## src/rtl/wsd_pkg.sv

```systemverilog
// ----------------------------------------------------------------------------
// wsd_pkg
// shared types and constants of the websocket frame deframer
// ----------------------------------------------------------------------------
package wsd_pkg;

    // default kept width of the frame payload length
    localparam int LENGTH_BITS_DEF = 32;

    // widths fixed by the result beat
    localparam int KIND_W    = 3;
    localparam int BYTE_W    = 8;
    localparam int MSG_LEN_W = 32;

    // event kinds on the result channel
    localparam logic [KIND_W-1:0] KIND_PAYLOAD = 3'd0;
    localparam logic [KIND_W-1:0] KIND_TEXT    = 3'd1;
    localparam logic [KIND_W-1:0] KIND_BINARY  = 3'd2;
    localparam logic [KIND_W-1:0] KIND_CLOSE   = 3'd3;
    localparam logic [KIND_W-1:0] KIND_PONG    = 3'd4;
    localparam logic [KIND_W-1:0] KIND_ERROR   = 3'd5;

    // frame opcodes
    localparam logic [3:0] OP_TEXT   = 4'h1;
    localparam logic [3:0] OP_BINARY = 4'h2;
    localparam logic [3:0] OP_CLOSE  = 4'h8;
    localparam logic [3:0] OP_PING   = 4'h9;
    localparam logic [3:0] OP_PONG   = 4'ha;

    // seven-bit length codes that announce an extended length
    localparam logic [6:0] LEN_CODE_EXT16 = 7'd126;
    localparam logic [6:0] LEN_CODE_EXT64 = 7'd127;

    // header byte counts
    localparam logic [3:0] EXT16_BYTES = 4'd2;
    localparam logic [3:0] EXT64_BYTES = 4'd8;
    localparam logic [3:0] MASK_BYTES  = 4'd4;

    // event queue depth, power of two
    localparam int EVQ_DEPTH = 2;

    // one classified event from the parser
    typedef struct packed {
        logic [KIND_W-1:0]    kind;
        logic [BYTE_W-1:0]    data;
        logic [BYTE_W-1:0]    key;
        logic [MSG_LEN_W-1:0] length;
        logic                 binary;
        logic                 last;
    } event_t;

endpackage

```

## src/rtl/websocket_frame_deframer.sv

```systemverilog
// ----------------------------------------------------------------------------
// websocket_frame_deframer
// receive-side websocket frame parser, one stream byte per beat in,
// header / payload / control events out
// ----------------------------------------------------------------------------
// channel   direction  payload                                    handshake
// s_        in         rx_byte                                    s_valid/s_ready
// m_        out        event_kind, payload_byte, message_length,  m_valid/m_ready
//                      binary_message, last_of_message
//
// one byte accepted per cycle while the event queue is not full, set by the parser step
// a result beat reaches m_ through two registers in order: queue entry, then the
// output register
// reset is synchronous and clears the parser, queue pointers and m_valid;
// no clearing pass
// s_ready drops only while the two-entry event queue is full, i.e. when
// m_ready has been held low
// after a close or error event all bytes are accepted and dropped until reset
// ----------------------------------------------------------------------------
module websocket_frame_deframer #(
    parameter int LENGTH_BITS = wsd_pkg::LENGTH_BITS_DEF
) (
    input  logic                          aclk,
    input  logic                          aresetn,
    input  logic                          s_valid,
    output logic                          s_ready,
    input  logic [wsd_pkg::BYTE_W-1:0]    s_rx_byte,
    output logic                          m_valid,
    input  logic                          m_ready,
    output logic [wsd_pkg::KIND_W-1:0]    m_event_kind,
    output logic [wsd_pkg::BYTE_W-1:0]    m_payload_byte,
    output logic [wsd_pkg::MSG_LEN_W-1:0] m_message_length,
    output logic                          m_binary_message,
    output logic                          m_last_of_message
);
    import wsd_pkg::*;

    logic   s_accept;
    logic   ev_push;
    event_t ev_in;
    logic   ev_pop;
    logic   evq_full;
    logic   evq_not_empty;
    event_t ev_head;

    // input side only waits on queue space, never on the output register
    assign s_ready  = !evq_full;
    assign s_accept = s_valid && s_ready;

    // front: header parse and byte classification
    wsd_front #(
        .LENGTH_BITS(LENGTH_BITS)
    ) u_front (
        .aclk    (aclk),
        .aresetn (aresetn),
        .accept  (s_accept),
        .rx_byte (s_rx_byte),
        .ev_push (ev_push),
        .ev      (ev_in)
    );

    // decoupling queue, push and pop may share a cycle
    wsd_evq u_evq (
        .aclk      (aclk),
        .aresetn   (aresetn),
        .push      (ev_push),
        .push_ev   (ev_in),
        .pop       (ev_pop),
        .full      (evq_full),
        .not_empty (evq_not_empty),
        .head_ev   (ev_head)
    );

    // back: unmask and present the result beat
    wsd_back u_back (
        .aclk              (aclk),
        .aresetn           (aresetn),
        .ev_valid          (evq_not_empty),
        .ev                (ev_head),
        .ev_pop            (ev_pop),
        .m_valid           (m_valid),
        .m_ready           (m_ready),
        .m_event_kind      (m_event_kind),
        .m_payload_byte    (m_payload_byte),
        .m_message_length  (m_message_length),
        .m_binary_message  (m_binary_message),
        .m_last_of_message (m_last_of_message)
    );

endmodule

```

## src/rtl/wsd_front.sv

```systemverilog
// ----------------------------------------------------------------------------
// wsd_front
// header parser: takes one stream byte per beat and classifies it
// ----------------------------------------------------------------------------
module wsd_front #(
    parameter int LENGTH_BITS = wsd_pkg::LENGTH_BITS_DEF
) (
    input  logic                        aclk,
    input  logic                        aresetn,
    input  logic                        accept,
    input  logic [wsd_pkg::BYTE_W-1:0]  rx_byte,
    output logic                        ev_push,
    output wsd_pkg::event_t             ev
);
    import wsd_pkg::*;

    typedef enum logic [5:0] {
        PH_FIRST  = 6'b000001,
        PH_SECOND = 6'b000010,
        PH_EXTLEN = 6'b000100,
        PH_MASK   = 6'b001000,
        PH_DATA   = 6'b010000,
        PH_SKIP   = 6'b100000
    } phase_t;

    phase_t                 phase_reg, phase_next;
    logic [3:0]             cnt_reg, cnt_next;
    logic [3:0]             opcode_reg, opcode_next;
    logic                   mask_reg, mask_next;
    logic [31:0]            key_reg, key_next;
    logic [LENGTH_BITS-1:0] rem_reg, rem_next;
    logic [1:0]             pos_reg, pos_next;
    logic                   bin_reg, bin_next;
    logic                   stopped_reg, stopped_next;

    logic                   len_done;
    logic                   hdr_done;
    logic                   mask_eff;
    logic [LENGTH_BITS-1:0] hdr_len;
    logic [LENGTH_BITS-1:0] rem_dec;
    logic [BYTE_W-1:0]      key_byte;

    assign rem_dec = rem_reg - LENGTH_BITS'(1);

    always_comb begin
        unique case (pos_reg)
            2'd0:    key_byte = key_reg[31:24];
            2'd1:    key_byte = key_reg[23:16];
            2'd2:    key_byte = key_reg[15:8];
            default: key_byte = key_reg[7:0];
        endcase
    end

    always_comb begin
        phase_next   = phase_reg;
        cnt_next     = cnt_reg;
        opcode_next  = opcode_reg;
        mask_next    = mask_reg;
        key_next     = key_reg;
        rem_next     = rem_reg;
        pos_next     = pos_reg;
        bin_next     = bin_reg;
        stopped_next = stopped_reg;
        len_done     = 1'b0;
        hdr_done     = 1'b0;
        mask_eff     = mask_reg;
        hdr_len      = rem_reg;
        ev_push      = 1'b0;
        ev           = '0;

        if (accept && !stopped_reg) begin
            unique case (phase_reg)
                PH_FIRST: begin
                    opcode_next = rx_byte[3:0];
                    phase_next  = PH_SECOND;
                end
                PH_SECOND: begin
                    mask_next = rx_byte[7];
                    mask_eff  = rx_byte[7];
                    cnt_next  = '0;
                    if (rx_byte[6:0] < LEN_CODE_EXT16) begin
                        hdr_len  = LENGTH_BITS'(rx_byte[6:0]);
                        len_done = 1'b1;
                    end else begin
                        cnt_next   = (rx_byte[6:0] == LEN_CODE_EXT16) ? EXT16_BYTES
                                                                      : EXT64_BYTES;
                        rem_next   = '0;
                        phase_next = PH_EXTLEN;
                    end
                end
                PH_EXTLEN: begin
                    // shift in big-endian, only the low bits survive
                    hdr_len  = {rem_reg[LENGTH_BITS-BYTE_W-1:0], rx_byte};
                    rem_next = hdr_len;
                    cnt_next = cnt_reg - 4'd1;
                    if (cnt_reg == 4'd1) begin
                        len_done = 1'b1;
                    end
                end
                PH_MASK: begin
                    key_next = {key_reg[23:0], rx_byte};
                    cnt_next = cnt_reg + 4'd1;
                    if (cnt_reg == MASK_BYTES - 4'd1) begin
                        hdr_done = 1'b1;
                    end
                end
                PH_DATA: begin
                    pos_next    = pos_reg + 2'd1;
                    rem_next    = rem_dec;
                    ev_push     = 1'b1;
                    ev.kind     = KIND_PAYLOAD;
                    ev.data     = rx_byte;
                    ev.key      = mask_reg ? key_byte : '0;
                    ev.binary   = bin_reg;
                    ev.last     = (rem_dec == '0);
                    if (rem_dec == '0) begin
                        phase_next = PH_FIRST;
                    end
                end
                PH_SKIP: begin
                    rem_next = rem_dec;
                    if (rem_dec == '0) begin
                        phase_next = PH_FIRST;
                    end
                end
                default: begin
                    phase_next = PH_FIRST;
                end
            endcase

            if (len_done) begin
                if (mask_eff) begin
                    phase_next = PH_MASK;
                    cnt_next   = '0;
                    key_next   = '0;
                    rem_next   = hdr_len;
                end else begin
                    hdr_done = 1'b1;
                end
            end

            if (hdr_done) begin
                rem_next = hdr_len;
                pos_next = '0;
                cnt_next = '0;
                unique case (opcode_reg)
                    OP_TEXT, OP_BINARY: begin
                        bin_next   = (opcode_reg == OP_BINARY);
                        phase_next = (hdr_len != '0) ? PH_DATA : PH_FIRST;
                        ev_push    = 1'b1;
                        ev.kind    = (opcode_reg == OP_BINARY) ? KIND_BINARY : KIND_TEXT;
                        ev.length  = MSG_LEN_W'(hdr_len);
                        ev.binary  = (opcode_reg == OP_BINARY);
                        ev.last    = (hdr_len == '0);
                    end
                    OP_CLOSE: begin
                        stopped_next = 1'b1;
                        phase_next   = PH_FIRST;
                        ev_push      = 1'b1;
                        ev.kind      = KIND_CLOSE;
                    end
                    OP_PING: begin
                        phase_next = (hdr_len != '0) ? PH_SKIP : PH_FIRST;
                        ev_push    = 1'b1;
                        ev.kind    = KIND_PONG;
                    end
                    OP_PONG: begin
                        phase_next = (hdr_len != '0) ? PH_SKIP : PH_FIRST;
                    end
                    default: begin
                        stopped_next = 1'b1;
                        phase_next   = PH_FIRST;
                        ev_push      = 1'b1;
                        ev.kind      = KIND_ERROR;
                    end
                endcase
            end
        end
    end

    always_ff @(posedge aclk) begin
        if (!aresetn) begin
            phase_reg   <= PH_FIRST;
            cnt_reg     <= '0;
            opcode_reg  <= '0;
            mask_reg    <= 1'b0;
            key_reg     <= '0;
            rem_reg     <= '0;
            pos_reg     <= '0;
            bin_reg     <= 1'b0;
            stopped_reg <= 1'b0;
        end else begin
            phase_reg   <= phase_next;
            cnt_reg     <= cnt_next;
            opcode_reg  <= opcode_next;
            mask_reg    <= mask_next;
            key_reg     <= key_next;
            rem_reg     <= rem_next;
            pos_reg     <= pos_next;
            bin_reg     <= bin_next;
            stopped_reg <= stopped_next;
        end
    end

endmodule

```

## src/rtl/wsd_evq.sv

```systemverilog
// ----------------------------------------------------------------------------
// wsd_evq
// short event queue between parser and output stage
// ----------------------------------------------------------------------------
module wsd_evq (
    input  logic            aclk,
    input  logic            aresetn,
    input  logic            push,
    input  wsd_pkg::event_t push_ev,
    input  logic            pop,
    output logic            full,
    output logic            not_empty,
    output wsd_pkg::event_t head_ev
);
    import wsd_pkg::*;

    localparam int PTR_W = (EVQ_DEPTH > 1) ? $clog2(EVQ_DEPTH) : 1;
    localparam int CNT_W = $clog2(EVQ_DEPTH + 1);

    event_t           entry_reg [EVQ_DEPTH];
    logic [PTR_W-1:0] wr_ptr_reg, wr_ptr_next;
    logic [PTR_W-1:0] rd_ptr_reg, rd_ptr_next;
    logic [CNT_W-1:0] count_reg, count_next;

    assign full      = (count_reg == CNT_W'(EVQ_DEPTH));
    assign not_empty = (count_reg != '0);
    assign head_ev   = entry_reg[rd_ptr_reg];

    always_comb begin
        wr_ptr_next = push ? wr_ptr_reg + PTR_W'(1) : wr_ptr_reg;
        rd_ptr_next = pop ? rd_ptr_reg + PTR_W'(1) : rd_ptr_reg;
        unique case ({push, pop})
            2'b10:   count_next = count_reg + CNT_W'(1);
            2'b01:   count_next = count_reg - CNT_W'(1);
            default: count_next = count_reg;
        endcase
    end

    always_ff @(posedge aclk) begin
        if (push) begin
            entry_reg[wr_ptr_reg] <= push_ev;
        end
    end

    always_ff @(posedge aclk) begin
        if (!aresetn) begin
            wr_ptr_reg <= '0;
            rd_ptr_reg <= '0;
            count_reg  <= '0;
        end else begin
            wr_ptr_reg <= wr_ptr_next;
            rd_ptr_reg <= rd_ptr_next;
            count_reg  <= count_next;
        end
    end

endmodule

```

## src/rtl/wsd_back.sv

```systemverilog
// ----------------------------------------------------------------------------
// wsd_back
// output stage: unmasks payload bytes and holds the result beat
// ----------------------------------------------------------------------------
module wsd_back (
    input  logic                          aclk,
    input  logic                          aresetn,
    input  logic                          ev_valid,
    input  wsd_pkg::event_t               ev,
    output logic                          ev_pop,
    output logic                          m_valid,
    input  logic                          m_ready,
    output logic [wsd_pkg::KIND_W-1:0]    m_event_kind,
    output logic [wsd_pkg::BYTE_W-1:0]    m_payload_byte,
    output logic [wsd_pkg::MSG_LEN_W-1:0] m_message_length,
    output logic                          m_binary_message,
    output logic                          m_last_of_message
);
    import wsd_pkg::*;

    logic                 valid_reg;
    logic [KIND_W-1:0]    kind_reg;
    logic [BYTE_W-1:0]    byte_reg;
    logic [MSG_LEN_W-1:0] len_reg;
    logic                 bin_reg;
    logic                 last_reg;

    assign ev_pop = ev_valid && (!valid_reg || m_ready);

    always_ff @(posedge aclk) begin
        if (!aresetn) begin
            valid_reg <= 1'b0;
        end else if (ev_pop) begin
            valid_reg <= 1'b1;
        end else if (m_ready) begin
            valid_reg <= 1'b0;
        end
    end

    always_ff @(posedge aclk) begin
        if (ev_pop) begin
            kind_reg <= ev.kind;
            byte_reg <= ev.data ^ ev.key;
            len_reg  <= ev.length;
            bin_reg  <= ev.binary;
            last_reg <= ev.last;
        end
    end

    assign m_valid           = valid_reg;
    assign m_event_kind      = kind_reg;
    assign m_payload_byte    = byte_reg;
    assign m_message_length  = len_reg;
    assign m_binary_message  = bin_reg;
    assign m_last_of_message = last_reg;

endmodule

```

## config.mk

```make
export PLATFORM = sky130hd
export DESIGN_NAME = websocket_frame_deframer
export DESIGN_NICKNAME = d
export VERILOG_FILES = /design/src/rtl/wsd_pkg.sv /design/src/rtl/websocket_frame_deframer.sv /design/src/rtl/wsd_front.sv /design/src/rtl/wsd_evq.sv /design/src/rtl/wsd_back.sv
export SDC_FILE = /design/constraint.sdc
export NUM_CORES = 1
export LEC_CHECK = 0
export BUFFER_PORTS_ARGS = -buffer_cell sky130_fd_sc_hd__buf_4
export CAP_MARGIN = 20
export CORE_ASPECT_RATIO = 0.9
export CORE_UTILIZATION = 35
export DETAILED_ROUTE_END_ITERATION = 10
export PLACE_DENSITY_LB_ADDON = 0.05
export SYNTH_ARGS = -nofsm -noshare
export SYNTH_HDL_FRONTEND = slang
export SYNTH_SLANG_ARGS = --single-unit
```

## constraint.sdc

```tcl
create_clock -name aclk -period 6.94 [get_ports aclk]
set_input_delay 0.347 -clock aclk [delete_from_list [all_inputs] [get_ports aclk]]
set_output_delay 0.347 -clock aclk [all_outputs]
set_load 0.1 [all_outputs]
```

Word level (Yosys, flattened, before mapping)
Memories as Yosys holds them, arrays and structs flattened. A register that Yosys moved wholly into a read port is not among the register bits.
Index checks and enable logic that the tools add are counted.
{"block": "classes", "addsub": 8, "order_cmp": 1, "n_eq_ne": 19, "muxes": 60, "bitwise": 2, "reduce_logical": 24}
{"operator": "$mux 32", "n": 9}
{"operator": "$pmux 32 s3", "n": 1}
{"operator": "$mux 34", "n": 2}
{"operator": "$logic_not 32->1", "n": 2}
{"operator": "$pmux 32 s2", "n": 1}
{"operator": "$mux 53", "n": 1}
{"operator": "$mux 6", "n": 6}
{"operator": "$reduce_bool 32->1", "n": 1}
{"operator": "$sub 32x1->32 const B", "n": 1}
{"operator": "$pmux 6 s4", "n": 1}
{"operator": "$pmux 8 s3", "n": 1}
{"operator": "$mux 1", "n": 20}
{"operator": "$mux 4", "n": 5}
{"operator": "$mux 16", "n": 1}
{"operator": "$eq 4x4->1 const B", "n": 3}
{"operator": "$pmux 3 s4", "n": 1}
{"operator": "$pmux 4 s3", "n": 1}
{"operator": "$pmux 6 s2", "n": 1}
{"operator": "$eq 4x1->1 const B", "n": 2}
{"operator": "$eq 4x2->1 const B", "n": 2}
{"operator": "$mux 2", "n": 4}
{"operator": "$mux 8", "n": 1}
{"operator": "$reduce_bool 2->1", "n": 4}
{"operator": "$reduce_or 2->1", "n": 4}
{"operator": "other kinds (28)", "n": 39}
{"block": "word_totals", "register_bits": 133, "ramBits": 106, "input_bits": 12, "output_inout_bits": 47, "elab_cells": 133, "memories": 1}
{"memory": "u_evq.entry_reg", "words": 2, "word_bits": 53, "rd": 1, "rd_clocked_by_memory_dff": 1, "wr": 1, "line": "wsd_evq.sv:20", "text": "event_t entry_reg [EVQ_DEPTH];"}

Longest topological paths before layout
{"block": "logic_depth", "depth_word": 12, "mapped_depth": 11, "mapped_depth_nobuf": 11}

By module
Synthesis repeated with hierarchy kept, for this count alone.
{"block": "unflattened", "cells_unflattened": 1088, "area_unflattened_um2": 11403.4}
{"mod": "wsd_front", "instances": 1, "cells_each": 842, "area_each_um2": 5895.7, "seq_area_each_um2": 1661.6}
{"mod": "wsd_evq", "instances": 1, "cells_each": 187, "area_each_um2": 4028.9, "seq_area_each_um2": 3283.1}
{"mod": "wsd_back", "instances": 1, "cells_each": 57, "area_each_um2": 1468.9, "seq_area_each_um2": 1371.3}
{"mod": "websocket_frame_deframer", "instances": 1, "cells_each": 2, "area_each_um2": 10.0, "seq_area_each_um2": 0.0}

Worst setup path before layout
Ideal clock, no wire load.
{"block": "synth_path", "kind": "register -> register", "startpoint": "register u_evq.count_reg[0]", "endpoint": "memory u_evq.entry_reg[1][0] (netlist bit) (enable)", "setup_time_ps": 464, "arrival_time_ps": 4383, "t_required_ps": 6476, "slack_ps": 2093, "stages_incl_launch_ff": 8, "path_buffers": 3, "synth_period_minus_slack_ps": 4847, "cell_sequence": "dfxtp_1 > nand2b_1 > and3b_1 > clkbuf_1 > buf_6 > clkbuf_1 > nand2_1 > nor2_1"}
{"block": "synth_between", "elab_chain_cells": 7}
{"element": "start: declaration", "line": "wsd_evq.sv:23", "text": "logic [CNT_W-1:0] count_reg, count_next;"}
{"element": "start signal: assignment", "line": "wsd_evq.sv:53", "text": "count_reg <= count_next;"}
{"element": "$eq 2x2->1", "line": "wsd_evq.sv:25", "text": "assign full = (count_reg == CNT_W'(EVQ_DEPTH));"}
{"element": "$logic_not 1->1", "line": "websocket_frame_deframer.sv:47", "text": "assign s_ready = !evq_full;"}
{"element": "via s_ready", "line": "websocket_frame_deframer.sv:26", "text": "output logic s_ready,"}
{"element": "$logic_and 1x1->1", "line": "websocket_frame_deframer.sv:48", "text": "assign s_accept = s_valid && s_ready;"}
{"element": "$logic_and 1x1->1", "line": "wsd_front.sv:71", "text": "if (accept && !stopped_reg) begin"}
{"element": "$mux 1", "line": "wsd_front.sv:71"}
{"element": "$mux 1", "line": "wsd_evq.sv:40", "text": "if (push) begin"}
{"element": "$mux 1 (not written as such)", "line": "wsd_evq.sv:41", "text": "entry_reg[wr_ptr_reg] <= push_ev;"}
{"element": "end: declaration", "line": "wsd_evq.sv:20"}
The timed path passes the listed nets, and every way through them passes these cells.

Worst setup path in the final report
{"block": "layout_path", "startpoint": "register u_front.phase_reg[1]", "endpoint": "memory u_evq.entry_reg[1][45] (netlist bit) (enable)"}
{"block": "layout_between", "elab_chain_cells": 10, "word_cells_on_any_way": 18, "classes_between": "4 x eq/ne; 14 x mux"}
{"element": "start: declaration", "line": "wsd_front.sv:26", "text": "phase_t phase_reg, phase_next;"}
{"element": "start signal: assignment", "line": "wsd_front.sv:193", "text": "phase_reg <= phase_next;"}
{"element": "$eq 6x2->1", "line": "wsd_front.sv:72", "text": "unique case (phase_reg)"}
{"element": "$mux 1", "line": "wsd_front.sv:72"}
{"element": "$mux 1", "line": "wsd_front.sv:71"}
{"element": "$mux 1", "line": "wsd_front.sv:132", "text": "if (mask_eff) begin"}
{"element": "$mux 1", "line": "wsd_front.sv:131", "text": "if (len_done) begin"}
{"element": "$mux 1", "line": "wsd_front.sv:71"}
{"element": "$mux 1 (*)", "line": "wsd_front.sv:142", "text": "if (hdr_done) begin"}
{"element": "$mux 1 (*)", "line": "wsd_front.sv:71"}
{"element": "$mux 1 (*)", "line": "wsd_evq.sv:40"}
{"element": "$mux 1 (not written as such) (*)", "line": "wsd_evq.sv:41"}
Every way passes the cells marked *; elsewhere a longest branch is shown, timed or not. The select of a mux whose other input is x is not followed.

==> flow_summary.toml <==
[pwr]
power_uw = 4853
powerDensity_nw_per_um2 = 372.7
p_leak_uw = 0.004484
ir_drop_mv = 0.3151

[critical_path]
timing.rr.end = "u_evq.entry_reg[1][45]"
cp_cell_sequence = "nor4_2 > nand4_1 > o21ai_2 > a21o_1 > nand2_1 > nor2_4 > buf_4"
worst_setup_path_end_kind = "register"
crit_required_ns = 7.13
slowest_stage = "nand4_1"
path_class = "reg -> reg"
cp-start-kind = "register"
arrival_ns = 4.30
crit_fanout = 33
reg2regPathDepth = 7
r2r_start = "u_front.phase_reg[1]"
r2r_slack_ns = 2.82
max_stage_delay_ns = 0.83

[logic_synthesis]
synth_area_leaders = "edfxtp_1 (40%), dfxtp_1 (16%), nand2_1 (5.1%), a21oi_1 (4.8%), mux2_2 (3.8%)"
syn-instance-count = 1102
ys_async_sr_fraction_pct = 0
ys_ff_latch = 240
synthTopCellsByCount = "nand2_1 (153), edfxtp_1 (151), a21oi_1 (109)"
synth_cell_type_count = 80
yosysSeqAreaShare_pct = 55.96
synth_flop_cell = "edfxtp_1"
synth_most_common_cell = "nand2_1"
synth.avg_cell_area_sq_um = 10.24
synth_nets = 1124
synth_top_area_cell = "edfxtp_1"
synth_top_area_share_pct = 40.17
synth_edf_count = 151
syn_area_sq_um = 11290
yosys_warnings = 0

[floorplanning]
placementRows = 62
coreArea_sq_um = 31810
die_h_um = 172.4
ios = 59
initial_core_util_pct = 35.49
dieArea_sq_um = 32970
die_w_um = 191.3

[min_path]
hold_end = "u_front.key_reg[6]"
hold_path.class = "in -> reg"
hp-start = "s_rx_byte[6]"
hold_depth = 3

[timing]
worstMarginPinSlew_ns = 1.181
rsz0062_at_grt = "false"
final.setup.tns_ns = 0
period_share_pct = 59.31
setup_violations = 0
maxSlewViolCount = 0
clock_skew_ns = 0.01368
final_hold_viol_count = 0
fmax_mhz = 242.9
min_period_ns = 4.116
fin_ws_ns = 2.824
timing.slew.headroom_pct = 20.41

[clocking]
cts_setup_buffers = 0
cts_buffers = 28
path_clk_slew_ns = 0.06
cts_resized = 0
cts_sinks = 240
h-tree-depth = 1
cts.path.max_buffers = 3
clock_latency_ns = 0.54
cts_tree = "built"
cts_root_buffer = "clkbuf_16"
cts-hold-fix-buffers = 0

[placement]
dpl_cell_area_sq_um = 12010
dpl_worst_slack_ns = 2.776
dpl.hpwl_um = 19750
gp_congestion = 0.8421
place.port_buffers = 58

[detailed_routing]
dr.pass1.iters = 6
wl_per_cell_um = 20.06
finalWirelength_um = 31260
vias_per_cell = 5.519
drt_iter0_markers = 906
antenna_left = 0
dr_total_vias = 8599
drcViolationCount = 0

[cells_and_area]
final_area_sq_um = 13020
nNetsFinal = 1142
area_growth_pct = 15.39
drive_gt1_share_pct = 16.20
largest_reg_flops = 106
diodes = 0
fin_util_pct = 40.95

[run]
max-cap-violations = 0

[grt]
antenna_found_initial = 0
overflow = 0
first_global_vias = 7975
grt_first_pass_wirelength_um = 48240
track_usage_pct = 19.02
grt_max_degree = 54

[run_status]
status = "finished, final reports clean"
==> metrics by stage <==
stage	hold WS, ns	cells
finish	0.1179	1558
global route	0.1002	1558
CTS	0.09297	1557
detailed placement	0.4458	1505
global placement	0.4434	1505
floorplan	0.4359	1102
==> cells in the final DEF (no fill, tap or decap), types with 5 or more instances in the layout <==
| cell type | Yosys | final |
|---|---|---|
| nand2_1 | 153 | 153 |
| edfxtp_1 | 151 | 151 |
| a21oi_1 | 109 | 109 |
| nor2_1 | 98 | 95 |
| dfxtp_1 | 89 | 88 |
| buf_4 | 1 | 73 |
| o21ai_0 | 62 | 62 |
| mux2_2 | 38 | 38 |
| clkbuf_16 | 0 | 29 |
| nor3_1 | 20 | 20 |
| a22oi_1 | 20 | 20 |
| xor2_1 | 19 | 19 |
| nand3_1 | 19 | 19 |
| nor4_1 | 18 | 18 |
| xnor2_1 | 15 | 15 |
| and3_1 | 15 | 15 |
| nand4_1 | 11 | 11 |
| inv_1 | 11 | 10 |
| a222oi_1 | 10 | 10 |
| ha_1 | 10 | 10 |
| a21o_1 | 8 | 8 |
| or3_1 | 8 | 8 |
| or4_1 | 7 | 7 |
| o22ai_1 | 7 | 7 |
| nand2b_1 | 6 | 6 |
| o31ai_1 | 6 | 6 |
| a211oi_1 | 6 | 6 |
| clkbuf_1 | 74 | 6 |
| o221ai_1 | 5 | 5 |
| a31oi_1 | 5 | 5 |
| o21a_1 | 5 | 5 |
| bufinv_16 | 0 | 5 |
==> per-layer routing <==
layer  share of wire, %  track usage [%]  wire length [um]
met1                 50            29.16             15530
met2                 42            27.87             13230
met3                6.4            2.943              1986
met4                1.7            4.003               517
met5                  0                0                 0
==> how the worst max path moves through the flow <==
stage          cells past startpoint                endpoint            startpoint
2_1_floorplan                      7   u_evq.entry_reg[1][0]    u_evq.count_reg[0]
3_3_place_gp                       7  u_evq.entry_reg[1][39]  u_front.phase_reg[1]
3_5_place_dp                       7   u_evq.entry_reg[1][0]  u_front.phase_reg[1]
4_1_cts                            7  u_evq.entry_reg[1][44]  u_front.phase_reg[1]
5_1_grt                            7  u_evq.entry_reg[1][44]  u_front.phase_reg[1]
6_report                           7  u_evq.entry_reg[1][45]  u_front.phase_reg[1]
==> layout make-up <==
cell class	instances	area (sq um)
multi-input combinational	764	4579
timing repair buffer	74	575.6
sequential	240	6317
clock buffer	38	789.5
inverter	12	45.04
clock inverter	14	196.4
fill	3129	18780
tap	416	520.5
==> where the power goes <==
part	internal, uW	switching, uW	leakage (uW)	total, uW
Clock	979	584	0.000485	1560
Sequential	1700	59.4	0.00214	1760
Combinational	340	1190	0.00186	1530
Total	3020	1830	0.00448	4850
==> critical path, delay by kind of cell, from the launching register on <==
family                 cells  cell delay [ns]
buffers and inverters      1             0.52
DFF                        1             0.40
AOI/OAI and AO/OA          2             0.58
and+or+nand+nor            4             2.21
==> cell families (layout without fill, tap and decap cells) <==
group                    count (synthesis)  in the layout  share of synthesized area [%]
adder cells (fa/ha/maj)                 10             10                          1.109
flip-flops                             240            240                          55.96
AO/OA/AOI/OAI                          282            282                          15.54
AND/OR/NAND/NOR                        396            396                          16.92
multiplexers                            42             42                          4.146
buffers and inverters                   98            138                          3.691
XOR/XNOR                                34             34                          2.638
No activity file was read; power rests on OpenSTA's default activity.
